`src/design/bpfa_page_split.sv`:
```
`timescale 1ns / 1ps

// splits a page number into row and column, reciprocal multiply plus one correction
module bpfa_page_split #(
    parameter int unsigned BITS_PER_ROW = 64,
    parameter int unsigned ROW_COUNT    = 1024,
    localparam int unsigned TOTAL = BITS_PER_ROW * ROW_COUNT,
    localparam int unsigned PG_W  = $clog2(TOTAL),
    localparam int unsigned ROW_W = (ROW_COUNT > 1) ? $clog2(ROW_COUNT) : 1,
    localparam int unsigned COL_W = $clog2(BITS_PER_ROW)
) (
    input  logic             i_clk,
    input  logic             i_rst_n,
    input  logic             i_valid,
    input  logic [PG_W-1:0]  i_page,
    output logic             o_valid,
    output logic [ROW_W-1:0] o_row,
    output logic [COL_W-1:0] o_col
);

    // floor(2^PG_W / BITS_PER_ROW): estimate is the true quotient or one less
    localparam int unsigned RECIP = (1 << PG_W) / BITS_PER_ROW;

    logic [2*PG_W-1:0] w_prod;
    logic [PG_W-1:0]   w_rem;

    logic             r_v1, r_v2, r_v3;
    logic [ROW_W-1:0] r_s1_q, r_s2_q, r_row;
    logic [PG_W-1:0]  r_s1_page, r_s2_page, r_s2_sub;
    logic [COL_W-1:0] r_col;

    assign w_prod = (2*PG_W)'(i_page) * (2*PG_W)'(RECIP);
    assign w_rem  = r_s2_page - r_s2_sub;

    always_ff @(posedge i_clk) begin
        if (!i_rst_n) begin
            r_v1 <= 1'b0;
            r_v2 <= 1'b0;
            r_v3 <= 1'b0;
        end else begin
            r_v1 <= i_valid;
            r_v2 <= r_v1;
            r_v3 <= r_v2;
        end
    end

    always_ff @(posedge i_clk) begin
        r_s1_q    <= ROW_W'(w_prod[2*PG_W-1:PG_W]);
        r_s1_page <= i_page;
        r_s2_q    <= r_s1_q;
        r_s2_page <= r_s1_page;
        r_s2_sub  <= PG_W'(PG_W'(r_s1_q) * PG_W'(BITS_PER_ROW));
        if (w_rem >= PG_W'(BITS_PER_ROW)) begin
            r_row <= ROW_W'(r_s2_q + 1'b1);
            r_col <= COL_W'(w_rem - PG_W'(BITS_PER_ROW));
        end else begin
            r_row <= r_s2_q;
            r_col <= COL_W'(w_rem);
        end
    end

    assign o_valid = r_v3;
    assign o_row   = r_row;
    assign o_col   = r_col;

endmodule

```
`config.mk`:
```
export PLATFORM = sky130hd
export DESIGN_NAME = bpfa_page_split
export DESIGN_NICKNAME = d
export VERILOG_FILES = /design/src/design/bpfa_page_split.sv
export SDC_FILE = /design/constraint.sdc
export NUM_CORES = 1
export LEC_CHECK = 0
export BUFFER_PORTS_ARGS = -buffer_cell sky130_fd_sc_hd__buf_2
export CORE_UTILIZATION = 41
export CTS_CLUSTER_DIAMETER = 50
export DETAILED_ROUTE_END_ITERATION = 8
export GPL_TIMING_DRIVEN = 0
export PLACE_DENSITY = 0.7
export SETUP_SLACK_MARGIN = 0.5
export SYNTH_ARGS = -nofsm -noshare
export SYNTH_HDL_FRONTEND = slang
export SYNTH_SLANG_ARGS = --single-unit
export TNS_END_PERCENT = 5
```
`constraint.sdc`:
```
create_clock -name i_clk -period 0.8 [get_ports i_clk]
set_input_delay 0.16 -clock i_clk [delete_from_list [all_inputs] [get_ports i_clk]]
set_output_delay 0.16 -clock i_clk [all_outputs]
set_load 0.02 [all_outputs]
```
==> impl_metrics.toml <==
[worst_setup_path]
crit_chain = "buf_6"
cp.arrival_ns = 0.83
crit_slowest_cell = "dfxtp_4"
cpPeakStageDelay_ns = 0.36
cp_data_required_time_ns = 0.64
crit_path_end_kind = "primary output"
critPathKind = "register to primary output"
worstPathMaxFanout = 1
worst_setup_path_start_kind = "register"
path_delay_family = "flip-flops"
crit_buf_inv = 1

[finish]
area_growth_pct = 43.1
fin_nets = 115
drive_gt1_share_pct = 72.2
fin_cells = 125
postLayoutCoreUtil_pct = 64.8
fillCellCount = 176
antenna_cells = 0

[synthesis]
synth_cell_types = 2
syn_nets = 73
synth_area_leaders = "dfxtp_1, and2_1"
ys_seq_area_share_pct = 98.2
netlist_area_sq_um = 1040
synth_seq_cells = 51
synth.avg_cell_area_sq_um = 19.3
synth_top_cell_by_area = "dfxtp_1"
yosys_warnings = 0
syn_inst = 54
synth_top_area_share_pct = 98.2

[die]
num_rows = 17
start_util_pct = 45.3
die_w_microns = 52.4
core_sq_um = 2300
die_area_sq_um = 2740
pin_count = 36
die_h_microns = 52.4

[timing]
fin_ws_ns = -0.191
maxSlewViolCount = 0
slew-limit-headroom_pct = 92.0
fmax_ghz = 1.01
skew_ns = 0.00348
final_hold_viol_count = 16
period_minus_slack_ns = 0.991
tightest_slew_ns = 0.120
rsz0062_at_grt = "true"
holdWs_ns = -0.0955
setup_viol = 17
timing.final.crit_share_pct = 124

[power]
p_clk_share_pct = 25.9
switchingPower_mw = 0.787
vdd_ir_drop_max_mv = 1.73
p_int_mw = 3.11
swShare_pct = 20.2
powerDensity_nw_per_um2 = 2620
seq_power_share_pct = 69.0
p_total_mw = 3.90
p_comb_share_pct = 5.1
leakage_nw = 0.651

[route]
first_iter_violations = 5
via_count = 505
firstDrtPassIters = 2
ant_nets = 0
drc = 0
vias_per_cell = 4.04
routedWlPerCell_microns = 10.2
wirelength_microns = 1280

[status]
outcome = "complete, but fails checks"
violations = "hold timing, setup timing"

[cts]
clock-sinks = 51
cts_max_path_buffers = 2
cts_tree = "done"
insertion_delay_ns = 0.34
clkTransAtPathRegs_ns = 0.12
post_cts_buffers = 0
cts-root-buf = "clkbuf_4"
htree_levels = 2
numCtsBuffers = 5

[global_route]
grt_pass1_vias = 480
grt_use_met1_pct = 8.53
grtUsageMet2_pct = 17.3
grt_overflow_total = 0
antenna_found_initial = 0
top_usage_layer = "met2"
grt_max_degree = 15
track_usage_pct = 11.1
grtUsageMet3_pct = 5.51
grt_first_pass_wirelength_microns = 1880

[worst_hold_path]
hold_path.class = "input pin to register"

[placed_design]
post-place-cells = 117
gp_congestion = 0.542
numPortBuffers = 35
post-place-ws_ns = 0.176

[run]
max-cap-violations = 0
cells in the mapped netlist, drive strengths merged:
library cell / count
dfxtp: 51
and2: 3
repair_timing:
action | CTS | global route
hold endpoints to repair | 16 | 16
gates resized for setup | 40 | 6
endpoints found under the setup margin | 51 | 51
layout by cell type (no fill, tap or decap):
cell,instances
clkinv_2,1
dfxtp_1,24
buf_2,18
buf_6,17
and2_1,1
clkbuf_1,2
and2_4,2
dfxtp_4,17
clkbuf_4,5
dfxtp_2,10
logic make-up (layout without fill, tap and decap cells):
logic type | count (synthesis) | in the layout | share of synthesized area [%]
buf+inv | 0 | 43 | 0
simple gates | 3 | 3 | 1.81
flops | 51 | 51 | 98.2
worst paths after layout:
check	start	endpoint	depth (start not counted)	slack, ns
max	o_col[0]	o_col[0]	1	-0.19
min	i_page[8]	r_s1_page[8]	1	-0.1
max reg2reg	r_v1	r_v2	1	0.26
min reg2reg	r_s2_page[2]	o_col[2]	0	0.33
per-stage QoR:
stage                     TNS [ns]  instance area, sq um
after CTS                    -3.41                  1480
after global routing         -3.83                  1490
after detailed placement         0                  1310
after global placement           0                  1310
after floorplan                  0                  1100
final                        -3.06                  1490
routing by layer:
metal	up-vias	part of all wire [%]
met3	9	7.3
met2	31	52
met4	0	6.0
li1	249	-
met1	216	35
met5	-	0
sequential cells by signal, summed over array words and instances (netlist names):
name       flops
r_v1           1
r_v2           1
r_s2_sub       1
o_row         10
r_s1_page     16
r_s2_page     15
o_col          6
o_valid        1
power by group through the flow:
| stage | clock (mW) | sequential (mW) | combinational (mW) |
|---|---|---|---|
| finish | 1.01 | 2.69 | 0.198 |
| global route | 1.17 | 2.71 | 0.209 |
| CTS | 1.07 | 2.69 | 0.199 |
| detailed placement | 0 | 2.73 | 0.145 |
| global placement | 0 | 2.73 | 0.143 |
| floorplan | 0 | 2.79 | 0.00356 |
final cells by class:
class	instances	area [sq um]	share of cell area [%]
sequential	51	1100	73.8
timing repair buffer	35	282	18.9
clock buffer	7	45.0	3.03
tap	28	35.0	2.35
multi-input combinational	3	23.8	1.60
clock inverter	1	5.00	0.336
(Power assumes the default switching activity.)
